`src/hw/rtl/fsf_pkg.sv`:
```
package fsf_pkg;

    // Defaults for the top-level parameters
    localparam int DEF_MAX_SYMBOLS = 16;
    localparam int DEF_COUNT_BITS  = 32;

    // Stream bytes that steer the parser
    localparam int DATA_W = 8;
    localparam logic [DATA_W-1:0] BYTE_NL = 8'h0A;
    localparam logic [DATA_W-1:0] BYTE_GT = 8'h3E;

    // Configuration registers
    localparam int CFG_IDX_W = 2;
    localparam int ALPHA_W   = 64;
    localparam int SIZE_W    = 5;
    localparam logic [CFG_IDX_W-1:0] REG_ALPHA_LO = 2'd0;
    localparam logic [CFG_IDX_W-1:0] REG_ALPHA_HI = 2'd1;
    localparam logic [CFG_IDX_W-1:0] REG_SIZE     = 2'd2;
    localparam logic [SIZE_W-1:0]    SIZE_RESET   = 5'd4;

    // Result fields
    localparam int SYM_IDX_W  = 4;
    localparam int FRAC_BITS  = 16;
    localparam int ITER_W     = $clog2(FRAC_BITS);
    localparam int FREQ_W     = FRAC_BITS + 1;
    localparam int OUT_DATA_W = ((SYM_IDX_W + FREQ_W + 7) / 8) * 8;
    localparam logic [FREQ_W-1:0] FREQ_ONE = FREQ_W'(1) << FRAC_BITS;

endpackage

```
`src/hw/rtl/fasta_symbol_frequency_unit.sv`:
```
// FASTA symbol composition unit.
// Input beats arrive on s_tvalid/s_tready: s_tdata carries one stream byte,
// s_tuser carries the end-of-stream flag. Header lines and sequence lines are
// told apart by newline and '>' bytes; every sequence byte that matches the
// configured alphabet bumps that symbol's counter and the read length.
// At the end of each header line that follows a read, and at end of stream,
// one row of results leaves on m_tvalid/m_tready: one beat per symbol in
// alphabet order, m_tlast on the final one, m_tuser set when the read was empty.
// The alphabet is written through cfg_valid/cfg_ready/cfg_index/cfg_data.
// Throughput: one byte per cycle while counting. The counters sit in a
// one-port-read memory with a registered read; a same-symbol byte in the
// next cycle is forwarded around the write. Per symbol, a row runs a memory
// read, a load, up to 16 restoring-division steps and the output, during
// which s_tready is low; the last result may still wait in the output
// register while new bytes are taken. If the receiver stalls, the row simply
// waits in the output state. Reset returns to header mode with all counts
// cleared at once (per-entry valid bits) and the alphabet at its reset value.
module fasta_symbol_frequency_unit #(
    parameter int MAX_SYMBOLS = fsf_pkg::DEF_MAX_SYMBOLS,
    parameter int COUNT_BITS  = fsf_pkg::DEF_COUNT_BITS
) (
    input  logic                             clk,
    input  logic                             rst_n,
    // configuration write channel
    input  logic                             cfg_valid,
    output logic                             cfg_ready,
    input  logic [fsf_pkg::CFG_IDX_W-1:0]    cfg_index,
    input  logic [fsf_pkg::ALPHA_W-1:0]      cfg_data,
    // input stream
    input  logic                             s_tvalid,
    output logic                             s_tready,
    input  logic [fsf_pkg::DATA_W-1:0]       s_tdata,   // [7:0] data_byte
    input  logic [0:0]                       s_tuser,   // [0] end_of_stream
    // result stream
    output logic                             m_tvalid,
    input  logic                             m_tready,
    output logic [fsf_pkg::OUT_DATA_W-1:0]   m_tdata,   // [3:0] symbol_index,
                                                        // [20:4] frequency
    output logic [0:0]                       m_tuser,   // [0] empty_read
    output logic                             m_tlast    // last
);

    import fsf_pkg::*;

    localparam int IDX_W = $clog2(MAX_SYMBOLS);
    localparam int PAD_W = OUT_DATA_W - SYM_IDX_W - FREQ_W;

    localparam logic [2:0] ST_RUN  = 3'd0;
    localparam logic [2:0] ST_READ = 3'd1;
    localparam logic [2:0] ST_LOAD = 3'd2;
    localparam logic [2:0] ST_DIV  = 3'd3;
    localparam logic [2:0] ST_OUT  = 3'd4;

    // configuration
    logic [ALPHA_W-1:0]     alpha_lo_reg;
    logic [ALPHA_W-1:0]     alpha_hi_reg;
    logic [SIZE_W-1:0]      alpha_size_reg;
    logic [SIZE_W-1:0]      eff_size;
    logic [2*ALPHA_W-1:0]   alphabet;

    // parser and control state
    logic [2:0]             state_reg;
    logic                   in_header_reg;
    logic                   read_seen_reg;
    logic [COUNT_BITS-1:0]  read_length_reg;
    logic [MAX_SYMBOLS-1:0] cnt_vld_reg;

    // counter memory
    logic [COUNT_BITS-1:0]  cnt_mem [MAX_SYMBOLS];
    logic [COUNT_BITS-1:0]  rdata_reg;
    logic [IDX_W-1:0]       rd_addr;

    // read-modify-write stage
    logic                   p1_valid_reg;
    logic [IDX_W-1:0]       p1_idx_reg;
    logic                   wr_valid_reg;
    logic [IDX_W-1:0]       wr_idx_reg;
    logic [COUNT_BITS-1:0]  wr_data_reg;
    logic [IDX_W-1:0]       cur_idx;
    logic [COUNT_BITS-1:0]  count_cur;
    logic [COUNT_BITS-1:0]  count_inc;

    // byte decode
    logic                   in_fire;
    logic                   eos;
    logic [DATA_W-1:0]      in_byte;
    logic                   is_gt;
    logic                   hdr_mode;
    logic                   hit;
    logic [IDX_W-1:0]       hit_idx;
    logic                   row_start;

    // row emission and divider
    logic [IDX_W-1:0]       emit_idx_reg;
    logic [COUNT_BITS-1:0]  len_snap_reg;
    logic [COUNT_BITS-1:0]  rem_reg;
    logic [FRAC_BITS-1:0]   quo_reg;
    logic [ITER_W-1:0]      iter_reg;
    logic [FREQ_W-1:0]      res_freq_reg;
    logic                   res_empty_reg;
    logic [COUNT_BITS:0]    rem_sh;
    logic                   div_ge;
    logic [COUNT_BITS-1:0]  rem_next;
    logic [FRAC_BITS-1:0]   quo_next;
    logic                   emit_last;
    logic                   out_free;

    assign cfg_ready = 1'b1;
    assign s_tready  = (state_reg == ST_RUN);
    assign in_fire   = s_tvalid && s_tready;
    assign eos       = s_tuser[0];
    assign in_byte   = s_tdata;
    assign out_free  = !m_tvalid || m_tready;

    // Clamp the alphabet size to the counter depth
    assign eff_size = (alpha_size_reg > SIZE_W'(MAX_SYMBOLS)) ? SIZE_W'(MAX_SYMBOLS)
                                                             : alpha_size_reg;
    assign alphabet = {alpha_hi_reg, alpha_lo_reg};

    // Find the lowest alphabet position that matches the byte
    always_comb
    begin
        hit     = 1'b0;
        hit_idx = '0;
        for (int i = MAX_SYMBOLS - 1; i >= 0; i--)
        begin
            if ((alphabet[i*DATA_W +: DATA_W] == in_byte) && (SIZE_W'(i) < eff_size))
            begin
                hit     = 1'b1;
                hit_idx = IDX_W'(i);
            end
        end
    end

    assign is_gt     = !in_header_reg && (in_byte == BYTE_GT);
    assign hdr_mode  = in_header_reg || is_gt;
    // A row follows end of stream, or a header newline after a read
    assign row_start = in_fire && (eos || (in_header_reg && (in_byte == BYTE_NL)
                                           && read_seen_reg));

    // Counter value: forward last cycle's write, unwritten entries read zero
    assign cur_idx   = (state_reg == ST_RUN) ? p1_idx_reg : emit_idx_reg;
    assign count_cur = (wr_valid_reg && (wr_idx_reg == cur_idx)) ? wr_data_reg :
                       (cnt_vld_reg[cur_idx] ? rdata_reg : '0);
    assign count_inc = (count_cur == '1) ? count_cur : count_cur + 1'b1;

    assign rd_addr   = (state_reg == ST_RUN) ? hit_idx : emit_idx_reg;

    // One restoring-division step
    assign rem_sh   = {rem_reg, 1'b0};
    assign div_ge   = rem_sh >= {1'b0, len_snap_reg};
    assign rem_next = div_ge ? COUNT_BITS'(rem_sh - {1'b0, len_snap_reg})
                             : rem_sh[COUNT_BITS-1:0];
    assign quo_next = {quo_reg[FRAC_BITS-2:0], div_ge};

    assign emit_last = ((SIZE_W'(emit_idx_reg) + SIZE_W'(1)) == eff_size);

    // Counter memory: write back, registered read
    always_ff @(posedge clk)
    begin
        if (p1_valid_reg)
        begin
            cnt_mem[p1_idx_reg] <= count_inc;
        end
        rdata_reg <= cnt_mem[rd_addr];
    end

    // Configuration registers
    always_ff @(posedge clk or negedge rst_n)
    begin
        if (!rst_n)
        begin
            alpha_lo_reg   <= '0;
            alpha_hi_reg   <= '0;
            alpha_size_reg <= SIZE_RESET;
        end
        else if (cfg_valid && cfg_ready)
        begin
            case (cfg_index)
                REG_ALPHA_LO: alpha_lo_reg   <= cfg_data;
                REG_ALPHA_HI: alpha_hi_reg   <= cfg_data;
                REG_SIZE:     alpha_size_reg <= cfg_data[SIZE_W-1:0];
                default:      ;
            endcase
        end
    end

    // Write-back stage payload
    always_ff @(posedge clk)
    begin
        if (in_fire)
        begin
            p1_idx_reg <= hit_idx;
        end
        wr_idx_reg  <= p1_idx_reg;
        wr_data_reg <= count_inc;
    end

    // Parser, counter valid bits and row sequencer
    always_ff @(posedge clk or negedge rst_n)
    begin
        if (!rst_n)
        begin
            state_reg       <= ST_RUN;
            in_header_reg   <= 1'b1;
            read_seen_reg   <= 1'b0;
            read_length_reg <= '0;
            cnt_vld_reg     <= '0;
            p1_valid_reg    <= 1'b0;
            wr_valid_reg    <= 1'b0;
            emit_idx_reg    <= '0;
            iter_reg        <= '0;
            m_tvalid        <= 1'b0;
        end
        else
        begin
            wr_valid_reg <= p1_valid_reg;
            p1_valid_reg <= 1'b0;
            if (p1_valid_reg)
            begin
                cnt_vld_reg[p1_idx_reg] <= 1'b1;
            end
            // drop the result once taken
            if (m_tvalid && m_tready)
            begin
                m_tvalid <= 1'b0;
            end

            case (state_reg)
                ST_RUN:
                begin
                    if (in_fire)
                    begin
                        if (eos)
                        begin
                            in_header_reg   <= 1'b1;
                            read_seen_reg   <= 1'b0;
                            read_length_reg <= '0;
                        end
                        else if (is_gt)
                        begin
                            read_seen_reg <= 1'b1;
                            in_header_reg <= 1'b1;
                        end
                        else if (hdr_mode)
                        begin
                            if (in_byte == BYTE_NL)
                            begin
                                in_header_reg   <= 1'b0;
                                read_length_reg <= '0;
                            end
                        end
                        else if (hit)
                        begin
                            p1_valid_reg <= 1'b1;
                            if (read_length_reg != '1)
                            begin
                                read_length_reg <= read_length_reg + 1'b1;
                            end
                        end

                        if (row_start)
                        begin
                            if (eff_size != '0)
                            begin
                                emit_idx_reg <= '0;
                                state_reg    <= ST_READ;
                            end
                            else
                            begin
                                cnt_vld_reg <= '0;
                            end
                        end
                    end
                end

                ST_READ:
                begin
                    state_reg <= ST_LOAD;
                end

                ST_LOAD:
                begin
                    iter_reg <= '0;
                    if ((len_snap_reg == '0) || (count_cur >= len_snap_reg))
                    begin
                        state_reg <= ST_OUT;
                    end
                    else
                    begin
                        state_reg <= ST_DIV;
                    end
                end

                ST_DIV:
                begin
                    iter_reg <= iter_reg + 1'b1;
                    if (iter_reg == ITER_W'(FRAC_BITS - 1))
                    begin
                        state_reg <= ST_OUT;
                    end
                end

                ST_OUT:
                begin
                    if (out_free)
                    begin
                        m_tvalid <= 1'b1;
                        if (emit_last)
                        begin
                            cnt_vld_reg <= '0;
                            state_reg   <= ST_RUN;
                        end
                        else
                        begin
                            emit_idx_reg <= emit_idx_reg + 1'b1;
                            state_reg    <= ST_READ;
                        end
                    end
                end

                default:
                begin
                    state_reg <= ST_RUN;
                end
            endcase
        end
    end

    // Row datapath: length snapshot, divider, result and output registers
    always_ff @(posedge clk)
    begin
        if (row_start)
        begin
            len_snap_reg <= read_length_reg;
        end

        if (state_reg == ST_LOAD)
        begin
            rem_reg <= count_cur;
            quo_reg <= '0;
            if (len_snap_reg == '0)
            begin
                res_freq_reg  <= '0;
                res_empty_reg <= 1'b1;
            end
            else
            begin
                res_freq_reg  <= FREQ_ONE;
                res_empty_reg <= 1'b0;
            end
        end

        if (state_reg == ST_DIV)
        begin
            rem_reg <= rem_next;
            quo_reg <= quo_next;
            if (iter_reg == ITER_W'(FRAC_BITS - 1))
            begin
                res_freq_reg <= FREQ_W'(quo_next);
            end
        end

        if ((state_reg == ST_OUT) && out_free)
        begin
            m_tdata <= {{PAD_W{1'b0}}, res_freq_reg, SYM_IDX_W'(emit_idx_reg)};
            m_tuser <= res_empty_reg;
            m_tlast <= emit_last;
        end
    end

endmodule
```
`config.mk`:
```
export PLATFORM = sky130hd
export DESIGN_NAME = fasta_symbol_frequency_unit
export DESIGN_NICKNAME = d
export VERILOG_FILES = /design/src/hw/rtl/fsf_pkg.sv /design/src/hw/rtl/fasta_symbol_frequency_unit.sv
export SDC_FILE = /design/constraint.sdc
export NUM_CORES = 1
export LEC_CHECK = 0
export ABC_AREA = 1
export BUFFER_PORTS_ARGS = -buffer_cell sky130_fd_sc_hd__buf_2
export CAP_MARGIN = 25
export CORE_ASPECT_RATIO = 0.5
export CORE_MARGIN = 1
export CORE_UTILIZATION = 50
export CTS_BUF_LIST = sky130_fd_sc_hd__clkbuf_16
export CTS_CLUSTER_DIAMETER = 120
export DETAILED_ROUTE_END_ITERATION = 16
export GPL_ROUTABILITY_DRIVEN = 0
export PLACE_DENSITY = 0.73
export SLEW_MARGIN = 5
export SYNTH_ARGS = -nofsm -noshare
export SYNTH_HDL_FRONTEND = slang
export SYNTH_SLANG_ARGS = --single-unit
export TNS_END_PERCENT = 5
```
`constraint.sdc`:
```
create_clock -name clk -period 5.05 [get_ports clk]
set_input_delay 0.505 -clock clk [delete_from_list [all_inputs] [get_ports clk]]
set_output_delay 0.505 -clock clk [all_outputs]
set_load 0.01 [all_outputs]
```
==> reports/qor.yml <==
setup_path:
  startpoint_type: "flop"
  r2r-start: "state_reg[2]"
  crit_path_max_fanout: 47
  worst_ep_arrival_time_ns: 4.72
  worstPathRequired_ns: 5.23
  path_class: "flop to flop"
  cp-startpoint: "state_reg[2]"
  cp-end-kind: "flop"
logic_synthesis:
  synthArstFlopShare: 0.219
  yosys.area.top_type: "edfxtp_1"
  ys_types: 63
  synth_ff_type: "edfxtp_1"
  synth_edf_count: 619
  synth_cells: 4467
  yosysSeqAreaShare: 0.594
  yosysWarnings: 0
  syn_area_sq_um: 42500
  syn_area_per_cell_sq_um: 9.51
  synth_area_leaders: "edfxtp_1 (44%), dfrtp_1 (11%), nand3_1 (8.5%), nand2_1 (7.7%), inv_1 (5.8%)"
  synth_top_cell_area_share: 0.438
  ys_ff_latch: 901
placed_design:
  post-place-ws_ns: 0.636
  hpwl_mm: 68.7
  io_buffer_count: 104
timing:
  finalHoldViolCount: 0
  rsz0062_at_grt: "no"
  worst_pin_slew_ns: 1.11
  period_share: 0.899
  fin_worst_skew_ns: 0.0318
  slew_violations: 0
  max-slew-margin-rel: 0.260
  finalSetupTns_ns: 0
  setup_violations: 0
  period_needed_ns: 4.54
  fmax_mhz: 220
  worst_slack_ns: 0.510
clock_tree:
  htreeDepth: 3
  numCtsBuffers: 82
  clock_path_buffers: 3
  clk_pin_slew_ns: 0.07
  cts-resized-gates: 0
  insertion_delay_ns: 0.66
  postCtsHoldBufs: 0
  tritoncts: "built"
  cts_setup_buffers: 0
  cts_root_buffer: "clkbuf_16"
  cts_sinks: 901
cells_and_area:
  area_growth_pct: 11.3
  fin_nets: 4666
  nFillCells: 7054
  final_layout_size_suffix_gt1_frac: 0.0879
  antennaDiodeCount: 0
  largest_register_ff_count: 512
die:
  start_util: 0.506
  die_width_um: 414
  rows: 75
  core-area_sq_um: 84000
  die_area_sq_um: 86200
  num_io_pins: 109
  die_y_um: 208
grt:
  overflow: 0
  grt_use_total: 0.254
  grt_pass1_vias: 30800
  antenna_found_initial: 0
  grt_max_degree: 129
  grt_pass1_wl_mm: 172
route:
  drt-initial-drc-count: 3516
  detail_route.first_pass.iterations: 5
  vias_per_cell: 5.63
  routedWlPerCell_um: 19.4
  vias: 32100
  finalWirelength_mm: 111
  ant_nets: 0
  post-route-drc-count: 0
hold_path:
  hold_path.class: "input pin to flop"
  min_from: "cfg_data[60]"
pwr:
  vdd.ir_drop.worst_uv: 706
  p_leak_nw: 20.4
  power_density_nw_per_um2: 611
  p_total_mw: 28.9
run_status:
  status: "complete, no violations"
job:
  maxCapViolCount: 0
[logic make-up after synthesis]
kind of cell             count (synthesis)  share of synthesized area
AND/OR/NAND/NOR                       2006                      0.213
adder cells (fa/ha/maj)                 69                     0.0205
flip-flops                             901                      0.594
buffers and inverters                  884                     0.0812
XOR/XNOR                               146                     0.0301
AO/OA/AOI/OAI                          459                     0.0614
other                                    2                   0.000177
[critical path, cell delays in order, from the launching register on]
cell	delay, ns
dfrtp_1	0.41
inv_1	0.19
nand2_8	0.14
o21ai_4	0.38
xnor2_1	0.13
a21oi_2	0.16
o2111ai_4	0.30
buf_12	0.30
nand3_1	0.11
o21ai_1	0.14
ha_1	0.27
nand3_1	0.13
nor2_2	0.09
inv_2	0.07
nor2_2	0.05
nand2_2	0.18
buf_4	0.37
nand3_1	0.61
[per-layer routing]
layer	wire (um)	global-route usage	up-vias	share of wire
li1	-	-	15000	-
met1	45900	0.353	15300	0.41
met2	50000	0.399	1575	0.45
met3	10900	0.0512	286	0.099
met4	3820	0.0904	0	0.035
met5	0	0	-	0
[final timing paths]
check / end / slack [ns] / depth (start not counted)
max: cnt_mem[2][26] / 0.51 / 17
min in group asynchronous: alpha_lo_reg[17] / 0.28 / 2
min: alpha_lo_reg[60] / 0.11 / 3
max in group asynchronous: alpha_lo_reg[29] / 3.43 / 4
max reg2reg: cnt_mem[2][26] / 0.51 / 17
min reg2reg: m_tuser / 0.42 / 0
[stage by stage]
stage	util	hold slack, ns	std cells	cell area, sq um
detailed placement	0.529	0.408	5545	44500
global route	0.563	0.0906	5703	47300
finish	0.563	0.111	5703	47300
global placement	0.528	0.408	5540	44300
floorplan	-	0.209	4469	42500
CTS	0.562	0.0366	5699	47200
[placed cells by master (no fill, tap or decap), drive strengths merged, types with 6 or more instances in the layout]
cell and n:
dfxtp 85, ha 68, clkbuf 88, buf 179
xor2 92, a21oi 100, dfrtp 195, nand4 31
or2 16, nand3b 72, bufinv 7, nand2 873
o21a 6, xnor2 54, inv 688, nor4 26
edfxtp 619, o21ai 297, clkinv 36, o211ai 17
nand3 723, nor3 53, nor2 204
[layout make-up]
class	count	area, sq um	share of cell area
flip-flops and latches	901	25200	0.533
multi-input cells	2684	14000	0.297
inverters	667	2510	0.0531
clock buffers	87	2180	0.0460
repair buffers	181	1410	0.0297
well taps	1116	1400	0.0295
clock inverters	67	548	0.0116
[where the power goes]
group          switching [mW]  internal, mW
sequential              0.521          10.1
combinational            8.53          3.44
clock                    2.83          3.51
total                    11.9          17.0
[cells in the mapped netlist (5+ instances only)]
library cell	instances
o21ai_0	254
nand4_1	31
inv_2	6
or2_2	14
inv_1	659
clkbuf_1	125
buf_4	5
o21ai_1	15
dfrtp_1	195
edfxtp_1	619
a31oi_1	5
dfxtp_1	85
xnor2_1	54
a21oi_1	99
nand3_1	723
nor3_1	48
o21ai_2	25
nor2_2	5
ha_1	68
nand2_1	870
nor2_1	198
xor2_1	92
nand3b_1	72
buf_1	20
o22ai_1	5
a211oi_1	5
o211ai_1	17
o21a_1	6
nor4_1	26
nor3_2	5
buf_2	63
Note: power is estimated with default switching activity, not from simulation.
